<file path="src/rtl/core/tcp_tahoe_window_update_unit_assert.svh">
// Assertion macros shared by the window update unit.
`ifndef TCP_TAHOE_WINDOW_UPDATE_UNIT_ASSERT_SVH
`define TCP_TAHOE_WINDOW_UPDATE_UNIT_ASSERT_SVH

// Same-cycle implication, checked outside reset.
`define TTWU_ASSERT_IMPLY(label, clk, rst_n, ante, cons) \
    label: assert property (@(posedge clk) disable iff (!rst_n) (ante) |-> (cons)) \
        else $error("ttwu: implication check failed");

// Next-cycle implication, checked outside reset.
`define TTWU_ASSERT_NEXT(label, clk, rst_n, ante, cons) \
    label: assert property (@(posedge clk) disable iff (!rst_n) (ante) |=> (cons)) \
        else $error("ttwu: next-cycle check failed");

`endif

</file>
<file path="src/rtl/core/ttwu_pkg.sv">
// Types, constants and helpers for the TCP Tahoe window update unit.
package ttwu_pkg;

    localparam int WORD_W = 32;
    localparam int MSS_W  = 16;
    localparam int IDX_W  = 2;
    localparam int CNT_W  = $clog2(WORD_W);

    typedef logic [WORD_W-1:0] word_t;
    typedef logic [MSS_W-1:0]  mss_t;
    typedef logic [IDX_W-1:0]  reg_idx_t;

    // configuration register indexes
    localparam reg_idx_t REG_MSS  = 2'd0;
    localparam reg_idx_t REG_ITHR = 2'd1;
    localparam reg_idx_t REG_IWIN = 2'd2;

    // event codes
    localparam logic CMD_ACK = 1'b0;
    localparam logic CMD_RTO = 1'b1;

    localparam mss_t  MSS_RESET  = 16'd536;
    localparam word_t ITHR_RESET = 32'd65535;
    localparam word_t IWIN_RESET = 32'd536;

    localparam word_t WORD_MAX = '1;

    function automatic word_t sat_add(input word_t a, input word_t b);
        logic [WORD_W:0] s;
        s = {1'b0, a} + {1'b0, b};
        return s[WORD_W] ? WORD_MAX : s[WORD_W-1:0];
    endfunction

endpackage

</file>
<file path="src/rtl/core/ttwu_serial_div.sv">
// Radix-2 restoring divider, one quotient bit per cycle.
module ttwu_serial_div (
    input  logic           clk,
    input  logic           rst_n,
    input  logic           start,
    input  ttwu_pkg::word_t dividend,
    input  ttwu_pkg::word_t divisor,
    output logic           done,
    output ttwu_pkg::word_t quotient
);

    localparam logic [ttwu_pkg::CNT_W-1:0] LAST_STEP = ttwu_pkg::CNT_W'(ttwu_pkg::WORD_W - 1);

    logic                          busy_reg, busy_next;
    logic                          done_reg, done_next;
    logic [ttwu_pkg::CNT_W-1:0]    count_reg, count_next;
    ttwu_pkg::word_t               rem_reg, rem_next;
    ttwu_pkg::word_t               dq_reg, dq_next;
    ttwu_pkg::word_t               dvs_reg, dvs_next;

    logic [ttwu_pkg::WORD_W:0]     trial;
    logic [ttwu_pkg::WORD_W:0]     diff;
    logic                          ge;

    // dq_reg shifts dividend bits out at the top and quotient bits in at the bottom
    assign trial = {rem_reg, dq_reg[ttwu_pkg::WORD_W-1]};
    assign diff  = trial - {1'b0, dvs_reg};
    assign ge    = ~diff[ttwu_pkg::WORD_W];

    always_comb
    begin
        busy_next  = busy_reg;
        done_next  = 1'b0;
        count_next = count_reg;
        rem_next   = rem_reg;
        dq_next    = dq_reg;
        dvs_next   = dvs_reg;
        if (start)
        begin
            busy_next  = 1'b1;
            count_next = '0;
            rem_next   = '0;
            dq_next    = dividend;
            dvs_next   = divisor;
        end
        else if (busy_reg)
        begin
            rem_next   = ge ? diff[ttwu_pkg::WORD_W-1:0] : trial[ttwu_pkg::WORD_W-1:0];
            dq_next    = {dq_reg[ttwu_pkg::WORD_W-2:0], ge};
            count_next = count_reg + 1'b1;
            if (count_reg == LAST_STEP)
            begin
                busy_next = 1'b0;
                done_next = 1'b1;
            end
        end
    end

    always_ff @(posedge clk or negedge rst_n)
    begin
        if (!rst_n)
        begin
            busy_reg  <= 1'b0;
            done_reg  <= 1'b0;
            count_reg <= '0;
        end
        else
        begin
            busy_reg  <= busy_next;
            done_reg  <= done_next;
            count_reg <= count_next;
        end
    end

    always_ff @(posedge clk)
    begin
        rem_reg <= rem_next;
        dq_reg  <= dq_next;
        dvs_reg <= dvs_next;
    end

    assign done     = done_reg;
    assign quotient = dq_reg;

endmodule

</file>
<file path="src/rtl/core/tcp_tahoe_window_update_unit.sv">
// TCP Tahoe congestion window and slow-start threshold update unit.
//
// Input stream (s_*): one event per word. s_tdata[0] is the command
// (0 = ack of new data, 1 = retransmission timeout), s_tuser[0] the aborted flag.
// Output stream (m_*): exactly one word per event carrying the window and
// threshold after the event plus the retransmit_one / send_more flags.
// Config port: cfg_we writes cfg_wdata to register cfg_index (0 = mss,
// 1 = initial threshold, 2 = initial window); writing 1 or 2 also reloads the
// live threshold or window. Write only while no event is in flight.
// Timeouts and slow-start acks go from accept through the eval and emit states
// to m_tvalid. Congestion-avoidance acks also pass the mul and div states: the
// mss*mss product is divided by cwnd in a bit-serial divider that retires one
// quotient bit per cycle. One event is processed at a time: a new one is taken
// only once the last has been written to the output register.
// s_tready is high whenever the datapath is idle, even while a finished
// word waits in the output register.
// If the receiver stalls, the next event finishes and holds until the output
// register frees up. Reset loads the register defaults (mss 536, threshold
// 65535, window 536) and empties the output register.
`include "tcp_tahoe_window_update_unit_assert.svh"

module tcp_tahoe_window_update_unit (
    input  logic        clk,
    input  logic        rst_n,
    // config write port
    input  logic        cfg_we,
    input  logic [1:0]  cfg_index,
    input  logic [31:0] cfg_wdata,
    // event input
    input  logic        s_tvalid,
    output logic        s_tready,
    input  logic [7:0]  s_tdata,    // [0] command, [7:1] zero
    input  logic [0:0]  s_tuser,    // [0] aborted
    // result output
    output logic        m_tvalid,
    input  logic        m_tready,
    output logic [63:0] m_tdata,    // [31:0] window, [63:32] threshold
    output logic [1:0]  m_tuser     // [0] retransmit_one, [1] send_more
);

    typedef enum logic [2:0] {
        ST_IDLE,
        ST_EVAL,
        ST_MUL,
        ST_DIV,
        ST_EMIT
    } state_t;

    state_t            state_reg, state_next;
    ttwu_pkg::mss_t    mss_reg, mss_next;
    ttwu_pkg::word_t   cwnd_reg, cwnd_next;
    ttwu_pkg::word_t   ssth_reg, ssth_next;
    ttwu_pkg::word_t   sq_reg, sq_next;
    logic              cmd_reg, cmd_next;
    logic              abort_reg, abort_next;
    logic              rexmit_reg, rexmit_next;
    logic              more_reg, more_next;
    logic              m_tvalid_reg, m_tvalid_next;
    logic [63:0]       m_tdata_reg, m_tdata_next;
    logic [1:0]        m_tuser_reg, m_tuser_next;

    logic              in_acc;
    logic              out_free;
    logic              div_start;
    logic              div_done;
    ttwu_pkg::word_t   div_quot;
    ttwu_pkg::word_t   div_dvs;
    ttwu_pkg::word_t   half_w;
    ttwu_pkg::word_t   two_mss;
    ttwu_pkg::word_t   incr;

    assign s_tready  = (state_reg == ST_IDLE);
    assign in_acc    = s_tvalid && s_tready;
    assign out_free  = !m_tvalid_reg || m_tready;
    assign div_start = (state_reg == ST_MUL);
    // zero window divides by one, giving mss*mss
    assign div_dvs   = (cwnd_reg == '0) ? ttwu_pkg::word_t'(1) : cwnd_reg;
    assign half_w    = cwnd_reg >> 1;
    assign two_mss   = ttwu_pkg::word_t'({mss_reg, 1'b0});
    assign incr      = (div_quot == '0) ? ttwu_pkg::word_t'(1) : div_quot;

    ttwu_serial_div u_div (
        .clk      (clk),
        .rst_n    (rst_n),
        .start    (div_start),
        .dividend (sq_reg),
        .divisor  (div_dvs),
        .done     (div_done),
        .quotient (div_quot)
    );

    always_comb
    begin
        state_next    = state_reg;
        mss_next      = mss_reg;
        cwnd_next     = cwnd_reg;
        ssth_next     = ssth_reg;
        sq_next       = sq_reg;
        cmd_next      = cmd_reg;
        abort_next    = abort_reg;
        rexmit_next   = rexmit_reg;
        more_next     = more_reg;
        m_tvalid_next = m_tvalid_reg;
        m_tdata_next  = m_tdata_reg;
        m_tuser_next  = m_tuser_reg;

        if (m_tvalid_reg && m_tready)
        begin
            m_tvalid_next = 1'b0;
        end

        if (cfg_we)
        begin
            unique case (cfg_index)
                ttwu_pkg::REG_MSS:
                begin
                    mss_next = cfg_wdata[ttwu_pkg::MSS_W-1:0];
                end
                ttwu_pkg::REG_ITHR:
                begin
                    ssth_next = cfg_wdata;
                end
                ttwu_pkg::REG_IWIN:
                begin
                    cwnd_next = cfg_wdata;
                end
                default:
                begin
                end
            endcase
        end

        unique case (state_reg)
            ST_IDLE:
            begin
                if (in_acc)
                begin
                    cmd_next   = s_tdata[0];
                    abort_next = s_tuser[0];
                    state_next = ST_EVAL;
                end
            end
            ST_EVAL:
            begin
                rexmit_next = 1'b0;
                more_next   = 1'b0;
                state_next  = ST_EMIT;
                if (cmd_reg == ttwu_pkg::CMD_ACK)
                begin
                    more_next = 1'b1;
                    if (cwnd_reg < ssth_reg)
                    begin
                        cwnd_next = ttwu_pkg::sat_add(cwnd_reg,
                                                      ttwu_pkg::word_t'(mss_reg));
                    end
                    else
                    begin
                        sq_next    = ttwu_pkg::word_t'(mss_reg) * ttwu_pkg::word_t'(mss_reg);
                        state_next = ST_MUL;
                    end
                end
                else if (!abort_reg)
                begin
                    ssth_next   = (half_w > two_mss) ? half_w : two_mss;
                    cwnd_next   = ttwu_pkg::word_t'(mss_reg);
                    rexmit_next = 1'b1;
                end
            end
            ST_MUL:
            begin
                state_next = ST_DIV;
            end
            ST_DIV:
            begin
                if (div_done)
                begin
                    cwnd_next  = ttwu_pkg::sat_add(cwnd_reg, incr);
                    state_next = ST_EMIT;
                end
            end
            ST_EMIT:
            begin
                if (out_free)
                begin
                    m_tvalid_next = 1'b1;
                    m_tdata_next  = {ssth_reg, cwnd_reg};
                    m_tuser_next  = {more_reg, rexmit_reg};
                    state_next    = ST_IDLE;
                end
            end
            default:
            begin
                state_next = ST_IDLE;
            end
        endcase
    end

    always_ff @(posedge clk or negedge rst_n)
    begin
        if (!rst_n)
        begin
            state_reg    <= ST_IDLE;
            mss_reg      <= ttwu_pkg::MSS_RESET;
            cwnd_reg     <= ttwu_pkg::IWIN_RESET;
            ssth_reg     <= ttwu_pkg::ITHR_RESET;
            sq_reg       <= '0;
            cmd_reg      <= 1'b0;
            abort_reg    <= 1'b0;
            rexmit_reg   <= 1'b0;
            more_reg     <= 1'b0;
            m_tvalid_reg <= 1'b0;
            m_tdata_reg  <= '0;
            m_tuser_reg  <= '0;
        end
        else
        begin
            state_reg    <= state_next;
            mss_reg      <= mss_next;
            cwnd_reg     <= cwnd_next;
            ssth_reg     <= ssth_next;
            sq_reg       <= sq_next;
            cmd_reg      <= cmd_next;
            abort_reg    <= abort_next;
            rexmit_reg   <= rexmit_next;
            more_reg     <= more_next;
            m_tvalid_reg <= m_tvalid_next;
            m_tdata_reg  <= m_tdata_next;
            m_tuser_reg  <= m_tuser_next;
        end
    end

    assign m_tvalid = m_tvalid_reg;
    assign m_tdata  = m_tdata_reg;
    assign m_tuser  = m_tuser_reg;

    `TTWU_ASSERT_IMPLY(a_flags_excl, clk, rst_n, m_tvalid, !(m_tuser[0] && m_tuser[1]))
    `TTWU_ASSERT_IMPLY(a_div_in_div, clk, rst_n, div_done, state_reg == ST_DIV)
    `TTWU_ASSERT_NEXT(a_accept_busy, clk, rst_n, in_acc, state_reg == ST_EVAL)
    `TTWU_ASSERT_NEXT(a_rto_window, clk, rst_n, (state_reg == ST_EMIT) && out_free && rexmit_reg, m_tdata[31:0] == ttwu_pkg::word_t'(mss_reg))

endmodule

</file>
<file path="config.mk">
export PLATFORM = sky130hd
export DESIGN_NAME = tcp_tahoe_window_update_unit
export DESIGN_NICKNAME = d
export VERILOG_FILES = /design/src/rtl/core/ttwu_pkg.sv /design/src/rtl/core/ttwu_serial_div.sv /design/src/rtl/core/tcp_tahoe_window_update_unit.sv
export VERILOG_INCLUDE_DIRS = /design/src /design/src/rtl/core
export SDC_FILE = /design/constraint.sdc
export NUM_CORES = 1
export LEC_CHECK = 0
export BUFFER_PORTS_ARGS = -buffer_cell sky130_fd_sc_hd__buf_2
export CORE_UTILIZATION = 50
export CTS_BUF_LIST = sky130_fd_sc_hd__clkbuf_8
export DETAILED_ROUTE_END_ITERATION = 16
export GPL_ROUTABILITY_DRIVEN = 0
export HOLD_SLACK_MARGIN = 0.02
export PLACE_DENSITY = 0.65
export SYNTH_ARGS = -nofsm -noshare
export SYNTH_HDL_FRONTEND = slang
export SYNTH_HIERARCHICAL = 1
export SYNTH_SLANG_ARGS = --single-unit
</file>
<file path="constraint.sdc">
create_clock -name clk -period 7.11 [get_ports clk]
set_input_delay 0.3555 -clock clk [delete_from_list [all_inputs] [get_ports clk]]
set_output_delay 0.3555 -clock clk [all_outputs]
set_load 0.01 [all_outputs]
</file>
==> metrics.cfg, run 1 <==
[cts]
cts_tree=yes
cts_setup_buffers=0
cts_buffer_depth=3
cts_hold_buffers=10
htree_levels=2
numCtsBuffers=49
clk_latency_ns=0.60
post_cts_resized=0
clock-root-buffer=clkbuf_8
clock-sinks=288
clk_pin_slew_worst_paths_ns=0.07

[yosys]
ys_async_sr_fraction_pct=66.7
yosysWarningCount=6
synth_nets=3230
synthCells=2785
ys_seq_area_share_pct=28.9
synth.avg_cell_area_um2=9.17
yosys.area_share.simple_pct=12.4
synth_top_family_by_area=adder cells
syn_area_um2=25500
synth.distinct_cells=84
synth-edff-count=64
synth_compound_area_share_pct=15.7
synthMuxAreaShare_pct=6.69
ys.flop_type=dfrtp_1
synth-seq-cells=288
synthXorXnorAreaFrac_pct=3.87
synthAdderAreaFrac_pct=24.4

[worst_setup_path]
crit_path_max_incr_delay_ns=0.54
arrival_ns=7.17
path_cells=clkinv_1 > nor2_1 > inv_1 > fa_1 > fa_1 > inv_1 > ha_1 > fa_1 > fa_1 > inv_1 > fa_1 > inv_1 > ha_1 > or4_1 > a21oi_1 > o21ai_1 > a211oi_2 > o31a_1 > a211oi_1 > o21a_1 > o31ai_1
crit_fanout=9
cp-start-kind=flop
worst-setup-path-type=reg2reg
cp-end-kind=flop
reg2reg_to=sq_reg[28]
r2r_start=mss_reg[2]
critPathRequiredTime_ns=7.62
reg2regPathDepth=21
crit_path_top_delay_cell=fa_1
reg2reg_slack_ns=0.44
critPathMostFrequentCell=fa_1

[sta]
finalSetupTns_ns=0
setup_viol=0
report.final.slew_viol_count=0
rsz0062_at_grt=false
setup_slack_ns=0.444
fin_crit_sh_pct=93.8
worst_clock_skew_ns=0.0206
tightest_slew_ns=1.11
fin_crit_ns=6.67
fmaxAchievable_mhz=150
finalHoldViolations=0
slew_headroom_pct=26.2

[detailed_routing]
drt_pre_antenna_iters=6
via_per_inst=5.75
drt-initial-drc-count=1418
final_antenna_net_count=0
post-route-drc-count=0
wl_per_cell_um=19.4
vias=20299
wirelength_mm=68.3

[placed_design]
dp_hpwl_mm=52.0
dpl_worst_slack_ns=0.423
portBuffers=108

[min_path]
whs_path_depth=3
min_from=cfg_wdata[6]
min_path_type=in2reg
min_to=mss_reg[6]

[finish]
drive_gt1_share_pct=13.8
nNetsFinal=3262
area_growth_pct=8.98
largest_reg_flops=64

[run_status]
status=complete, no violations

[global_routing]
grt_max_degree=117
track_usage_pct=26.6
gr-total-overflow=0
first_global_vias=21053
grt_first_pass_wirelength_mm=111
grt_antenna_before_repair=2

[floorplanning]
dieArea_um2=52000
die_x_um=228
io_pins=116
coreArea_um2=50300
rows=82
start_util_pct=50.8
die_h_um=228

[run]
max_cap_viol_count=0

-- worst max-delay path: cells and delay by family (launching register included) --
family / cells / cell delay [ns]
AO/OA/AOI/OAI: 7 / 1.61
adder cells (fa/ha/maj): 7 / 3.02
buffers and inverters: 5 / 0.71
flip-flops: 1 / 0.35
AND/OR/NAND/NOR: 2 / 0.89
-- cell usage in the layout, fill, tap and decap left out, types with 13 or more instances in the layout --
| master | instances |
|---|---|
| a211oi_1 | 15 |
| a21o_1 | 56 |
| a21oi_1 | 126 |
| a311oi_1 | 14 |
| a311oi_2 | 19 |
| a31oi_1 | 19 |
| and2_1 | 24 |
| and3_1 | 21 |
| buf_2 | 107 |
| buf_4 | 45 |
| clkbuf_8 | 57 |
| dfrtp_1 | 169 |
| dfstp_2 | 22 |
| dfxtp_1 | 32 |
| edfxtp_1 | 64 |
| fa_1 | 167 |
| ha_1 | 230 |
| inv_1 | 360 |
| mux2_2 | 86 |
| mux2i_1 | 74 |
| nand2_1 | 302 |
| nand2b_1 | 18 |
| nand3_1 | 38 |
| nand4_1 | 18 |
| nor2_1 | 167 |
| nor2b_1 | 14 |
| nor3_1 | 26 |
| nor4_1 | 17 |
| o211ai_1 | 17 |
| o21a_1 | 17 |
| o21ai_0 | 183 |
| o21bai_1 | 13 |
| o221ai_1 | 13 |
| xnor2_1 | 66 |
| xor2_1 | 42 |
-- Yosys cell counts (9+ instances only) --
cell	instances	area share (%)
inv_1	349	5.1
o211ai_1	17	0.50
o2111ai_1	9	0.31
nor2b_1	14	0.34
and3_1	21	0.51
dfxtp_1	32	2.5
xnor2_1	66	2.3
o21a_1	17	0.50
nor3_1	27	0.53
dfrtp_1	170	17
or3_1	9	0.22
buf_1	13	0.19
o221ai_1	13	0.45
nand4_1	18	0.44
nand2_1	302	4.4
o21bai_1	13	0.38
ha_1	230	11
dfstp_2	22	2.3
nor2_1	167	2.5
a31oi_1	19	0.47
o311a_1	9	0.35
a311oi_1	14	0.48
xor2_1	42	1.4
a211oi_1	15	0.44
a21o_1	56	1.6
mux2_2	86	3.8
o21ai_0	183	3.6
clkbuf_1	153	2.2
buf_2	10	0.20
nand3_1	39	0.76
edfxtp_1	64	7.5
a21oi_1	126	2.5
o21ai_1	13	0.25
a311oi_2	19	1.1
and2_1	24	0.59
fa_1	167	13
nand2b_1	18	0.44
mux2i_1	74	2.9
nor4_1	17	0.42
or2_2	10	0.24
-- stage by stage --
step | hold WS (ns) | area [um2] | cells | util [%]
2_1_floorplan | 0.0599 | 25500 | 2785 | -
3_3_place_gp | 0.459 | 26600 | 3428 | 52.9
3_5_place_dp | 0.467 | 26600 | 3428 | 52.9
4_1_cts | 0.0410 | 27800 | 3530 | 55.4
5_1_grt | 0.0591 | 27800 | 3531 | 55.4
6_report | 0.0775 | 27800 | 3531 | 55.4
-- logic make-up after synthesis --
kind of cell | count (synthesis)
other | 1
and+or+nand+nor | 697
adders and majority gates | 397
DFF | 288
buffers and inverters | 535
xor gates and xnor gates | 110
muxes | 160
AOI/OAI and AO/OA | 597
-- final cells by class --
type / instances / area (um2)
Fill cell: 4491 / 22400
Multi-Input combinational cell: 1962 / 16100
Sequential cell: 288 / 7400
Inverter: 353 / 1330
Timing Repair Buffer: 163 / 987
Tap cell: 672 / 841
Clock buffer: 56 / 771
Clock inverter: 36 / 375
Antenna cell: 1 / 2.50
-- worst max-delay path by stage --
stage | from | end | slack, ns | cells past startpoint
final | mss_reg[2] | sq_reg[28] | 0.44 | 21
after global routing | mss_reg[2] | sq_reg[28] | 0.07 | 21
after CTS | mss_reg[2] | sq_reg[28] | 0.41 | 21
after detailed placement | mss_reg[2] | sq_reg[28] | 0.42 | 21
after global placement | mss_reg[2] | sq_reg[28] | 0.57 | 21
after floorplan | mss_reg[9] | sq_reg[28] | 0.83 | 26
-- layer usage --
layer	share of wire [%]	GRT usage, %	vias up	routed length, um
met3	5.5	3.34	131	3790
li1	-	-	9551	-
met5	0	0	-	0
met2	49	45.9	644	33300
met1	43	34.4	9973	29100
met4	3.0	9.25	0	2080
Power of run 1 is not shown: default switching activity piles up to over one toggle a cycle in this logic, so the estimate is an artifact.
==> run 2, diff against run 1 <==
--- a/config.mk
+++ b/config.mk
@@ -13,6 +13,9 @@
 export GPL_ROUTABILITY_DRIVEN = 0
 export HOLD_SLACK_MARGIN = 0.02
 export PLACE_DENSITY = 0.65
+export REMOVE_ABC_BUFFERS = 1
+export SKIP_LAST_GASP = 1
+export SLEW_MARGIN = 20
 export SYNTH_ARGS = -nofsm -noshare
 export SYNTH_HDL_FRONTEND = slang
 export SYNTH_HIERARCHICAL = 1
==> run 2 against run 1 <==
  * Clock skew increased by 0.0078 ns
  * Non-clock buffer count increased by 3
  * Die area unchanged
  * Routed wire length decreased by 1.3%
  * Global-route usage decreased by 0.49 points
  * Sequential share of layout area increased by 0.063 points
  * Via count decreased by 0.95%
  * First-iteration DRC count decreased by 3.2%
  * Critical path type unchanged
  * Largest cell class unchanged
==> metrics.cfg, run 2 (synthesis results as in run 1) <==
[run_status]
status=complete, no violations

[sta]
rsz0062_at_grt=false
worst_clock_skew_ns=0.0284  ; +0.00783 ns
report.final.slew_viol_count=0  ; unchanged
finalHoldViolations=0  ; unchanged
fmaxAchievable_mhz=153  ; +1.7%
setup_viol=0  ; unchanged
tightest_slew_ns=0.955  ; -0.153 ns
fin_crit_sh_pct=92.2  ; -1.6 points
slew_headroom_pct=36.4  ; +10 points
fin_crit_ns=6.55  ; -0.111 ns

[detailed_routing]
drt_pre_antenna_iters=5  ; -1
wirelength_mm=67.4  ; -1.3%
drt-initial-drc-count=1372  ; -3.2%
wl_per_cell_um=19.1  ; -1.3%
post-route-drc-count=0  ; unchanged
vias=20106  ; -0.95%
final_antenna_net_count=0  ; unchanged
via_per_inst=5.69  ; -0.95%

[cts]
clock-root-buffer=clkbuf_8
clk_latency_ns=0.60  ; about the same
numCtsBuffers=48  ; -2.0%
cts_buffer_depth=3  ; unchanged
cts_tree=yes
clk_pin_slew_worst_paths_ns=0.06  ; about the same
clock-sinks=288  ; unchanged
cts_setup_buffers=0  ; unchanged
htree_levels=2  ; unchanged
post_cts_resized=0  ; unchanged

[finish]
largest_reg_flops=64  ; unchanged
fillCellCount=4529  ; +0.85%
fin_cells=3531  ; unchanged
final_common_cell=inv_1
nNetsFinal=3264  ; +0.061%
area_growth_pct=8.72
final_cell_mix=inv_1 (366), nand2_1 (302), ha_1 (230), o21ai_0 (183), dfrtp_1 (169)
final_util_pct=55.2  ; -0.13 points
drive_gt1_share_pct=13.7  ; -0.070 points

[worst_setup_path]
crit_fanout=9  ; unchanged
worst-setup-path-type=reg2reg
reg2reg_slack_ns=0.56  ; +0.11 ns
cp-end-kind=flop
arrival_ns=7.03  ; -0.14 ns
cp-start-kind=flop
critPathRequiredTime_ns=7.59  ; -0.03 ns

[floorplanning]
dieArea_um2=52000  ; unchanged
coreArea_um2=50300  ; unchanged
die_h_um=228  ; unchanged
rows=82  ; unchanged
die_x_um=228  ; unchanged
io_pins=116  ; unchanged
start_util_pct=50.8  ; unchanged

[min_path]
min_path_type=in2reg

[global_routing]
first_global_vias=21066  ; +0.062%
track_usage_pct=26.1  ; -0.49 points
grt_antenna_before_repair=1  ; -1
grt_first_pass_wirelength_mm=110  ; -1.7%
gr-total-overflow=0  ; unchanged
grt_max_degree=83  ; -29%

[placed_design]
dp_hpwl_mm=51.5  ; -0.86%
portBuffers=108  ; unchanged
dp.cells=3430  ; +0.058%

[run]
max_cap_viol_count=0  ; unchanged

==> run 2: what timing repair did <==
item | 4_1_cts | 5_1_grt
setup endpoints to repair | 0 | 0
endpoints found under the hold margin | 90 | 0
hold buffers | 11 | 0
==> run 2: critical path, stage by stage (launching register included) <==
cell	delay, ns
dfrtp_1	0.35
clkinv_1	0.35
nor2_1	0.32
inv_1	0.10
fa_1	0.49
fa_1	0.55
inv_1	0.04
ha_1	0.19
fa_1	0.50
fa_1	0.51
inv_1	0.05
fa_1	0.52
inv_1	0.05
ha_1	0.24
or4_1	0.53
a21oi_1	0.21
o21ai_1	0.18
a211oi_2	0.32
o31a_1	0.33
a211oi_1	0.14
o21a_1	0.19
o31ai_1	0.24
==> run 2: path summary, 6_finish.rpt <==
path	cells after the start	end	startpoint
hold / removal	3	ssth_reg[17]	cfg_wdata[17]
min in group asynchronous	2	m_tdata[52]	rst_n
hold reg to reg	2	m_tdata[62]	m_tdata[62]
setup reg to reg	21	sq_reg[28]	mss_reg[2]
max in group asynchronous	3	m_tuser[1]	rst_n
setup / recovery	21	sq_reg[28]	mss_reg[2]
==> run 2: metrics by stage <==
step | hold WS (ns) | worst slack (ns) | instance area [um2] | TNS (ns)
finish | 0.0684 | 0.555 | 27800 | 0
global route | 0.0370 | 0.167 | 27800 | 0
floorplan | 0.0599 | -2.78 | 24800 | -279.96
CTS | 0.0337 | 0.503 | 27800 | 0
global placement | 0.430 | 0.664 | 26600 | 0
detailed placement | 0.437 | 0.578 | 26600 | 0
==> run 2: final cells by class <==
| cell class | count | area (um2) | share of cell area [%] |
|---|---|---|---|
| sequential | 288 | 7400 | 26.6 |
| multi-input combinational | 1962 | 16100 | 58.1 |
| antenna | 1 | 2.50 | 0.00901 |
| clock buffer | 56 | 771 | 2.78 |
| timing repair buffer | 166 | 1010 | 3.64 |
| clock inverter | 33 | 278 | 1.00 |
| tap | 672 | 841 | 3.03 |
| inverter | 353 | 1330 | 4.77 |
==> run 2: metal layers <==
layer | GRT usage [%] | vias up | wire length [um] | part of all wire [%]
met5 | 0 | - | 0 | 0
met3 | 3.18 | 124 | 3810 | 5.7
li1 | - | 9567 | - | -
met2 | 45.4 | 600 | 32500 | 48
met1 | 33.8 | 9815 | 29100 | 43
met4 | 8.39 | 0 | 1980 | 2.9
Power of run 2 is left out for the same reason.
==> run 3, diff against run 2 <==
--- a/config.mk
+++ b/config.mk
@@ -7,8 +7,9 @@
 export NUM_CORES = 1
 export LEC_CHECK = 0
 export BUFFER_PORTS_ARGS = -buffer_cell sky130_fd_sc_hd__buf_2
+export CORE_MARGIN = 3
 export CORE_UTILIZATION = 50
-export CTS_BUF_LIST = sky130_fd_sc_hd__clkbuf_8
+export CTS_BUF_LIST = sky130_fd_sc_hd__clkbuf_16
 export DETAILED_ROUTE_END_ITERATION = 16
 export GPL_ROUTABILITY_DRIVEN = 0
 export HOLD_SLACK_MARGIN = 0.02
==> run 3 against run 2 <==
  * Routed wire length down 0.16%
  * Critical endpoint unchanged
  * Critical path type unchanged
  * Sequential cell count unchanged
  * Worst setup slack worse by 0.014 ns
  * Final cell count down 1.1%
  * Largest cell class unchanged
==> metrics.cfg, run 3 (synthesis results as in run 1) <==
[floorplanning]
coreArea_um2=50300  ; unchanged
rows=82  ; unchanged
die_x_um=232  ; +1.8%
start_util_pct=50.8  ; unchanged
die_h_um=232  ; +1.8%
dieArea_um2=53800  ; +3.5%
io_pins=116  ; unchanged

[sta]
report.final.slew_viol_count=0  ; unchanged
slew_headroom_pct=29.1  ; -7.3 points
fin_crit_sh_pct=92.4  ; +0.19 points
tightest_slew_ns=1.06  ; +0.110 ns
setup_slack_ns=0.541  ; -0.0137 ns
fmaxAchievable_mhz=152  ; -0.21%
rsz0062_at_grt=false
finalSetupTns_ns=0  ; unchanged
setup_viol=0  ; unchanged
finalHoldViolations=0  ; unchanged
worst_clock_skew_ns=0.0161  ; -0.0123 ns
fin_crit_ns=6.57  ; +0.0137 ns

[cts]
htree_levels=1  ; -1
numCtsBuffers=31  ; -35%
cts_setup_buffers=0  ; unchanged
clk_latency_ns=0.57  ; -0.03 ns
cts_buffer_depth=3  ; unchanged
post_cts_resized=0  ; unchanged
clock-root-buffer=clkbuf_16
clk_pin_slew_worst_paths_ns=0.06  ; about the same
cts_tree=yes
clock-sinks=288  ; unchanged
cts_hold_buffers=5  ; -6

[worst_setup_path]
worst-setup-path-type=reg2reg
cp-start-kind=flop
critPathRequiredTime_ns=7.57  ; -0.02 ns
crit_fanout=10  ; +1
cp-end-kind=flop
arrival_ns=7.03  ; about the same

[detailed_routing]
via_per_inst=5.71  ; +0.32%
wirelength_mm=67.3  ; -0.16%
post-route-drc-count=0  ; unchanged
drt_pre_antenna_iters=5  ; unchanged
wl_per_cell_um=19.3  ; +0.95%
final_antenna_net_count=0  ; unchanged
drt-initial-drc-count=1468  ; +7.0%
vias=19948  ; -0.79%

[finish]
final_util_pct=55.1  ; -0.12 points
final_cell_mix=inv_1 (357), nand2_1 (302), ha_1 (230), o21ai_0 (183), dfrtp_1 (169)
largest_reg_flops=64  ; unchanged
antennaDiodeCount=0  ; -1
fillCellCount=4528  ; -0.022%
regArea_um2=7400  ; unchanged
final_area_um2=27700  ; -0.22%
nNetsFinal=3241  ; -0.70%
area_growth_pct=8.48
final_common_cell=inv_1
drive_gt1_share_pct=12.9  ; -0.77 points
multi_input_area_um2=16100  ; about the same

[global_routing]
grt_antenna_before_repair=0  ; -1
first_global_vias=20501  ; -2.7%
gr-total-overflow=0  ; unchanged
grt_max_degree=101  ; +22%
track_usage_pct=25.1  ; -1.1 points
grt_first_pass_wirelength_mm=108  ; -0.93%

[placed_design]
dp_hpwl_mm=51.3  ; -0.39%
placed_cell_area_um2=26600  ; about the same
dpl_worst_slack_ns=0.593  ; +0.0155 ns
portBuffers=108  ; unchanged

[min_path]
min_path_type=in2reg

[run_status]
status=complete, no violations

[run]
max_cap_viol_count=0  ; unchanged

[run 3: final timing paths]
kind	from	endpoint	slack [ns]	cells past startpoint
max	mss_reg[3]	sq_reg[28]	0.54	25
max reg2reg	mss_reg[3]	sq_reg[28]	0.54	25
min reg2reg	m_tdata[59]	m_tdata[59]	0.47	2
min	cfg_wdata[5]	mss_reg[5]	0.05	3
max in group asynchronous	rst_n	m_tdata[8]	5.42	3
min in group asynchronous	rst_n	m_tdata[56]	0.40	2
[run 3: per-stage QoR]
step           hold slack, ns  instances
3_5_place_dp            0.464       3430
2_1_floorplan          0.0599       2603
3_3_place_gp            0.452       3430
5_1_grt                0.0599       3492
6_report               0.0523       3492
4_1_cts                0.0215       3492
[run 3: metal layers]
layer / part of all wire, % / global-route usage, %
met4: 2.9 / 7.49
met2: 48 / 43.8
met5: 0 / 0
met3: 5.7 / 2.74
met1: 43 / 32.8
[run 3: worst max-delay path, cell delays in order, from the launching register on]
cell and delay, ns:
dfstp_2 0.42, buf_4 0.20, nand2_1 0.15, inv_1 0.08
fa_1 0.54, inv_1 0.05, fa_1 0.53, inv_1 0.05
fa_1 0.50, inv_1 0.06, fa_1 0.52, inv_1 0.05
fa_1 0.48, inv_1 0.05, fa_1 0.48, inv_1 0.04
ha_1 0.34, a21o_1 0.20, a21o_1 0.18, a21oi_1 0.15
o21ai_1 0.16, a211oi_2 0.35, o31a_1 0.34, a211oi_1 0.15
o21a_1 0.19, o31ai_1 0.22
[run 3: cell type report]
cell class                 count  area share [%]
sequential                   288            26.7
clock inverter                26            1.01
timing repair buffer         160            3.44
clock buffer                  31            2.80
multi-input combinational   1962            58.2
inverter                     353            4.78
tap                          672            3.03
Power of run 3 is left out for the same reason.
